### src/sv/attl_pkg.sv
// ----------------------------------------------------------------------------
// attl_pkg: shared types and constants of the address track table
// Beat structures of both channels, the token that runs along the cell
// chain, the broadcast write port and the operation and register codes.
// ----------------------------------------------------------------------------
`default_nettype none

package attl_pkg;

    localparam int SLOT_W  = 6;
    localparam int COUNT_W = 7;
    localparam int ADDR_W  = 48;
    localparam int TIME_W  = 32;
    localparam int RSSI_W  = 8;
    localparam int NUM_W   = 6;

    // Reset value of the age limit in milliseconds.
    localparam logic [TIME_W-1:0] STALE_RESET = 32'd15000;

    // Configuration register indexes.
    localparam logic CFG_ENABLE = 1'b0;
    localparam logic CFG_STALE  = 1'b1;

    // Operation codes; OP_NONE also stands for an observe while disabled.
    typedef enum logic [1:0] {
        OP_OBSERVE = 2'd0,
        OP_SWEEP   = 2'd1,
        OP_READ    = 2'd2,
        OP_NONE    = 2'd3
    } t_op;

    typedef struct packed {
        logic [1:0]               operation;
        logic [ADDR_W-1:0]        device_address;
        logic signed [RSSI_W-1:0] signal_strength;
        logic [TIME_W-1:0]        now_time;
        logic [NUM_W-1:0]         entry_number;
    } t_in;

    typedef struct packed {
        logic                     accepted;
        logic                     found;
        logic                     allocated_new;
        logic                     evicted;
        logic [SLOT_W-1:0]        slot;
        logic [ADDR_W-1:0]        out_address;
        logic signed [RSSI_W-1:0] out_strength;
        logic [TIME_W-1:0]        out_time;
        logic [COUNT_W-1:0]       used_count;
    } t_out;

    // Token handed from cell to cell, one cell per cycle.
    typedef struct packed {
        logic                     valid;
        t_op                      op;
        logic [ADDR_W-1:0]        addr;
        logic signed [RSSI_W-1:0] rssi;
        logic [TIME_W-1:0]        now;
        logic [NUM_W-1:0]         want;
        logic [COUNT_W-1:0]       n;
        logic                     hit_found;
        logic [SLOT_W-1:0]        hit_idx;
        logic                     free_found;
        logic [SLOT_W-1:0]        free_idx;
        logic                     old_have;
        logic [TIME_W-1:0]        old_t;
        logic [SLOT_W-1:0]        old_idx;
        logic                     rd_found;
        logic [SLOT_W-1:0]        rd_idx;
        logic [ADDR_W-1:0]        rd_addr;
        logic signed [RSSI_W-1:0] rd_rssi;
        logic [TIME_W-1:0]        rd_time;
    } t_carry;

    // Write broadcast to all cells once an observe has chosen its slot.
    typedef struct packed {
        logic                     en;
        logic [SLOT_W-1:0]        slot;
        logic                     set_addr;
        logic [ADDR_W-1:0]        addr;
        logic signed [RSSI_W-1:0] rssi;
        logic [TIME_W-1:0]        now;
    } t_wr;

endpackage

`default_nettype wire

### src/sv/attl_cell.sv
// ----------------------------------------------------------------------------
// attl_cell: one table entry of the track chain
// Holds one entry and, when the token passes, updates the match, free,
// oldest and read search, ages the entry on a sweep and counts it as used.
// ----------------------------------------------------------------------------
`default_nettype none

module attl_cell #(
    parameter int CELL_INDEX = 0
) (
    input  wire                            i_clk,
    input  wire                            i_rst_n,
    input  attl_pkg::t_carry               i_carry,
    output attl_pkg::t_carry               o_carry,
    input  attl_pkg::t_wr                  i_wr,
    input  wire [attl_pkg::TIME_W-1:0]     i_stale_limit
);

    localparam logic [attl_pkg::SLOT_W-1:0] IDX = attl_pkg::SLOT_W'(CELL_INDEX);

    logic                               r_used;
    logic                               n_used;
    logic [attl_pkg::ADDR_W-1:0]        r_addr;
    logic signed [attl_pkg::RSSI_W-1:0] r_rssi;
    logic [attl_pkg::TIME_W-1:0]        r_time;
    attl_pkg::t_carry                   r_carry;
    attl_pkg::t_carry                   n_carry;
    logic [attl_pkg::TIME_W-1:0]        w_age;
    logic                               w_wr_here;

    assign w_age     = i_carry.now - r_time;
    assign w_wr_here = i_wr.en && (i_wr.slot == IDX);

    // Search and aging as the token passes this entry.
    always_comb begin
        n_carry = i_carry;
        n_used  = r_used;
        if (i_carry.valid) begin
            case (i_carry.op)
                attl_pkg::OP_OBSERVE: begin
                    if (!i_carry.hit_found) begin
                        if (!r_used) begin
                            if (!i_carry.free_found) begin
                                n_carry.free_found = 1'b1;
                                n_carry.free_idx   = IDX;
                            end
                        end else if (r_addr == i_carry.addr) begin
                            n_carry.hit_found = 1'b1;
                            n_carry.hit_idx   = IDX;
                        end else if (!i_carry.old_have || (r_time < i_carry.old_t)) begin
                            n_carry.old_have = 1'b1;
                            n_carry.old_t    = r_time;
                            n_carry.old_idx  = IDX;
                        end
                    end
                end
                attl_pkg::OP_SWEEP: begin
                    if (r_used && (w_age > i_stale_limit)) begin
                        n_used = 1'b0;
                    end
                end
                attl_pkg::OP_READ: begin
                    if (r_used && !i_carry.rd_found &&
                        (i_carry.n == {1'b0, i_carry.want})) begin
                        n_carry.rd_found = 1'b1;
                        n_carry.rd_idx   = IDX;
                        n_carry.rd_addr  = r_addr;
                        n_carry.rd_rssi  = r_rssi;
                        n_carry.rd_time  = r_time;
                    end
                end
                default: begin
                end
            endcase
            // Running count of used entries as they stand after this item.
            if (n_used) begin
                n_carry.n = i_carry.n + attl_pkg::COUNT_W'(1);
            end
        end else if (w_wr_here && i_wr.set_addr) begin
            n_used = 1'b1;
        end
    end

    // Entry storage; only the used flag and the token valid are reset.
    always_ff @(posedge i_clk) begin
        if (!i_rst_n) begin
            r_carry.valid <= 1'b0;
            r_used        <= 1'b0;
        end else begin
            r_carry <= n_carry;
            r_used  <= n_used;
        end
        if (w_wr_here) begin
            r_rssi <= i_wr.rssi;
            r_time <= i_wr.now;
            if (i_wr.set_addr) begin
                r_addr <= i_wr.addr;
            end
        end
    end

    assign o_carry = r_carry;

endmodule

`default_nettype wire

### config.mk
export PLATFORM = sky130hd
export DESIGN_NAME = attl_cell
export DESIGN_NICKNAME = d
export VERILOG_FILES = /design/src/sv/attl_pkg.sv /design/src/sv/attl_cell.sv
export SDC_FILE = /design/constraint.sdc
export NUM_CORES = 1
export LEC_CHECK = 0
export ABC_AREA = 0
export BUFFER_PORTS_ARGS = -buffer_cell sky130_fd_sc_hd__buf_2
export CORE_AREA = 2 2 250 252
export DETAILED_ROUTE_END_ITERATION = 8
export DIE_AREA = 0 0 252 254
export GPL_ROUTABILITY_DRIVEN = 1
export PLACE_DENSITY_LB_ADDON = 0.25
export SLEW_MARGIN = 20
export SYNTH_ARGS = -nofsm -noshare
export SYNTH_HDL_FRONTEND = slang
export SYNTH_SLANG_ARGS = --single-unit
### constraint.sdc
create_clock -name i_clk -period 21.8 [get_ports i_clk]
set_input_delay 2.18 -clock i_clk [delete_from_list [all_inputs] [get_ports i_clk]]
set_output_delay 2.18 -clock i_clk [all_outputs]
set_load 0.02 [all_outputs]
Word-level counts from Yosys, hierarchy flattened

Cells that the tools add are included.

Logic and storage cells: 61
Register bits: 341

Order comparisons: 2
Eq/ne operators: 4
Mux-type cells: 18
Reduce and logical (&&, ||, !) cells: 12
Add/sub/neg operators: 2

Operators with widths:

| operator            | count |
|---|---|
| $mux 95             | 2 |
| $mux 155            | 1 |
| $mux 39             | 3 |
| $mux 53             | 2 |
| $eq 48x48->1        | 1 |
| $gt 32x32->1        | 1 |
| $lt 32x32->1        | 1 |
| $sub 32x32->32      | 1 |
| $mux 7              | 4 |
| $add 7x1->7 const B | 1 |
| $eq 7x6->1          | 1 |
| $logic_not 6->1     | 1 |
| $mux 6              | 1 |
| $logic_and 1x1->1   | 5 |
| $mux 1              | 5 |
| $eq 2x1->1 const B  | 1 |
| $eq 2x2->1 const B  | 1 |
| $logic_not 1->1     | 2 |
| $logic_not 2->1     | 1 |
| $reduce_and 2->1    | 1 |
| $reduce_bool 2->1   | 1 |
| $logic_or 1x1->1    | 1 |

Depth between registers and ports, before layout

Word-level depth: 8
Gate-level depth with buffers: 21
Gate-level depth less buffers: 21

Least setup slack after synthesis

Ideal clock, no wire load.

Kind: input to register
Start: input i_wr[91] (netlist name)
End: register r_used
Arrival time: 8.620 ns
Required time: 21.730 ns
Path buffers: 0
Library setup time: 0.070 ns
Stages: 6
Path slack: 13.110 ns
Cell sequence: or4b_2 > nor4_1 > and2_1 > nor2b_1 > o21ai_0 > a21oi_1

Cells in the longest elaborated chain, start to end: 4

Ends and longest elaborated chain:

| element                     | line            | source |
|---|---|---|
| start: declaration          | attl_cell.sv:15 | `input attl_pkg::t_wr i_wr,` |
| $logic_not 6->1             | attl_cell.sv:32 | `assign w_wr_here = i_wr.en && (i_wr.slot == IDX);` |
| $logic_and 1x1->1           | attl_cell.sv:32 |  |
| via w_wr_here               | attl_cell.sv:29 | `logic w_wr_here;` |
| $logic_and 1x1->1           | attl_cell.sv:79 | `end else if (w_wr_here && i_wr.set_addr) begin` |
| $reduce_bool 2->1 (no line) | --              |  |
| end signal: assignment      | attl_cell.sv:91 | `r_used <= n_used;` |
| end: declaration            | attl_cell.sv:21 | `logic r_used;` |

The timed path passes the listed nets, and every way through them passes these cells.
A chain may end at the register's enable or synchronous reset.

==> run_results.csv <==
group,metric,value,unit
drt,via_per_inst,4.47,
clock_network,clock_sinks,341,
critical_path,crit_chain,"buf_2, inv_1, ha_1, inv_1, fa_1, a211oi_1, o21ai_0, nand3_1, o21ai_2, a31oi_4, o21ai_0, o311a_1, ha_1, nand4_1, nor4_1, a21oi_1, nand2_1, o2bb2ai_2, nor2_1, mux2_1",
critical_path,crit_type,"primary input to register",
timing,fin_ws,15.20,ns
min_path,whs_path_depth,1,
placement,numPlacedInstances,2476,
synthesis,yosysSeqAreaShare,0.644,
synthesis,synth_edf_count,339,
layout,syn2layout_area_growth,34.1,%
layout,instances_no_fill,2561,
timing,fin_tns_setup,0,ns
timing,hold_violations,0,
critical_path,cp_num_buf_inv,3,
synthesis,syn_inst,1061,
floorplanning,num_rows,91,
timing,tightest_slew,1.01,ns
layout,final_common_cell,"buf_2",
clock_network,clockBufferDepth,3,
layout,layout.nets,2207,
clock_network,cts_buffers,41,
critical_path,cp.depth,20,
power,power_leakage,9.34,nW
grt,grt_pass1_vias,11900,
synthesis,ys_warn_count,0,
status,status,"complete, no violations",
grt,grt_pass1_wl,75.9,mm
timing,slew_viol_final,0,
floorplanning,start_util,0.259,
layout,utilization,0.348,
grt,grt_max_degree,118,
critical_path,startpoint_type,"primary input",
placement,gp_congestion,0.866,
drt,wl_per_cell,21.1,um
critical_path,slowest_stage,"nor4_1",
critical_path,crit_path_max_fanout,7,
synthesis,synth_fp_nets,1539,
drt,ant_nets,0,
layout,layout-drive-gt1-share,0.454,
drt,wl,54.0,mm
floorplanning,die_width,252,um
layout,final_cell_mix,"buf_2, edfxtp_1, inv_1",
critical_path,cp.arrival,6.91,ns
critical_path,end_kind,"register",
power,ir_drop,0.0478,mV
clock_network,cts.htree.levels,2,
timing,min_period,6.60,ns
critical_path,crit_required,22.11,ns
synthesis,synth_ff_type,"edfxtp_1",
critical_path,r2r_cells,18,
critical_path,crit_family,"compound AO/OA/AOI/OAI gates",
drt,drt_first_pass_iters,5,
drt,vias,11400,
timing,clock_skew,0.0226,ns
floorplanning,coreArea,61300,um^2
clock_network,cts-root-buf,"clkbuf_16",
synthesis,synth_area_per_cell,15.0,um^2
clock_network,cts-resized-gates,0,
placement,dp_hpwl,42.3,mm
min_path,min-delay-path-class,"register to register",
synthesis,synth.distinct_cells,62,
timing,timing.slew.headroom,0.328,
timing,finalSetupViolCount,0,
synthesis,ys_seq_elements,341,
clock_network,clock_latency,0.58,ns
floorplanning,dieArea,64000,um^2
clock_network,postCtsSetupBuffers,0,
placement,post-place-ws,14.69,ns
drt,drt_iter0_markers,628,
power,power.density,77.5,nW/um^2
timing,fin_crit_sh,0.303,
synthesis,syn_area,15900,um^2
flow_run,drv_cap,0,
clock_network,clkTransAtPathRegs,0.06,ns
timing,grt_setup_unrepaired,"no",
timing,fmax,0.152,GHz
floorplanning,die_h,254,um
critical_path,slowest_delay,0.47,ns
grt,overflow,0,
synthesis,async_flop_share,0,
grt,antenna_found_initial,20,
grt,grt_usage,0.159,
floorplanning,io_pins,634,
power,fin_total_pwr,1.65,mW
clock_network,postCtsHoldBufs,0,
placement,port_buffers,633,
clock_network,tritoncts,"built",
drt,drc_errors,0,
## synth_stat cells, types with 4 or more instances
cell,instances,area share
xor2_1,64,0.035
o21bai_1,6,0.0028
buf_4,4,0.0019
a21oi_1,42,0.013
nand2_1,15,0.0035
o21a_1,8,0.0038
a31oi_1,4,0.0016
a21o_1,32,0.015
nand2b_1,7,0.0028
o211ai_1,4,0.0019
nand3_1,9,0.0028
nor4_1,17,0.0067
nor2_1,21,0.0050
edfxtp_1,339,0.64
a211oi_1,5,0.0024
nand4_1,22,0.0087
nor2b_1,22,0.0087
inv_1,100,0.024
buf_2,7,0.0022
ha_1,95,0.075
xnor2_1,23,0.013
and3_1,6,0.0024
mux2i_1,30,0.019
mux2_2,88,0.062
o21ai_0,21,0.0066
nor3_1,11,0.0035
and2_1,8,0.0032
## layer usage
layer | up-vias | part of all wire | global-route usage
met2 | 464 | 0.51 | 0.278
met3 | 76 | 0.071 | 0.0389
li1 | 5371 | - | -
met1 | 5526 | 0.40 | 0.190
met4 | 12 | 0.023 | 0.0585
met5 | - | 0.0013 | 0
## where the power goes
part	internal, mW	switching [mW]	total, mW
clock network	0.363	0.287	0.650
logic	0.0872	0.137	0.224
registers	0.765	0.0102	0.775
total	1.22	0.434	1.65
## cells by family after synthesis
kind of cell	synth area share
muxes	0.0835
buffers and inverters	0.0308
adders and majority gates	0.0762
and+or+nand+nor	0.0541
AOI/OAI and AO/OA	0.0635
DFF	0.644
xor gates and xnor gates	0.0480
## area by class of cell
| type | instances | area [um^2] |
|---|---|---|
| fill | 6173 | 40000 |
| sequential | 341 | 10200 |
| multi-input combinational | 604 | 5180 |
| timing repair buffer | 641 | 3240 |
| clock buffer | 53 | 1070 |
| tap | 790 | 988 |
| inverter | 100 | 375 |
| clock inverter | 19 | 178 |
| antenna | 13 | 32.5 |
## state kept, by name, indices dropped and copies added, names as in the netlist
| register | flops |
|---|---|
| r_rssi | 8 |
| o_carry | 252 |
| r_used | 1 |
| r_addr | 48 |
| r_time | 32 |
## through the flow
| step | hold WS [ns] | cell area [um^2] |
|---|---|---|
| floorplan | 0.523 | 15900 |
| global placement | 0.526 | 20000 |
| detailed placement | 0.539 | 20000 |
| CTS | 0.553 | 21200 |
| global route | 0.583 | 21300 |
| finish | 0.548 | 21300 |
## final timing paths
check	from	endpoint	slack (ns)
worst max-delay path	i_carry[161]	o_carry[149]	15.20
worst max register to register	r_time[6]	o_carry[149]	16.50
worst min register to register	r_rssi[2]	o_carry[34]	0.55
worst min-delay path	r_rssi[2]	o_carry[34]	0.55
Power figures use the tool's default switching activity.
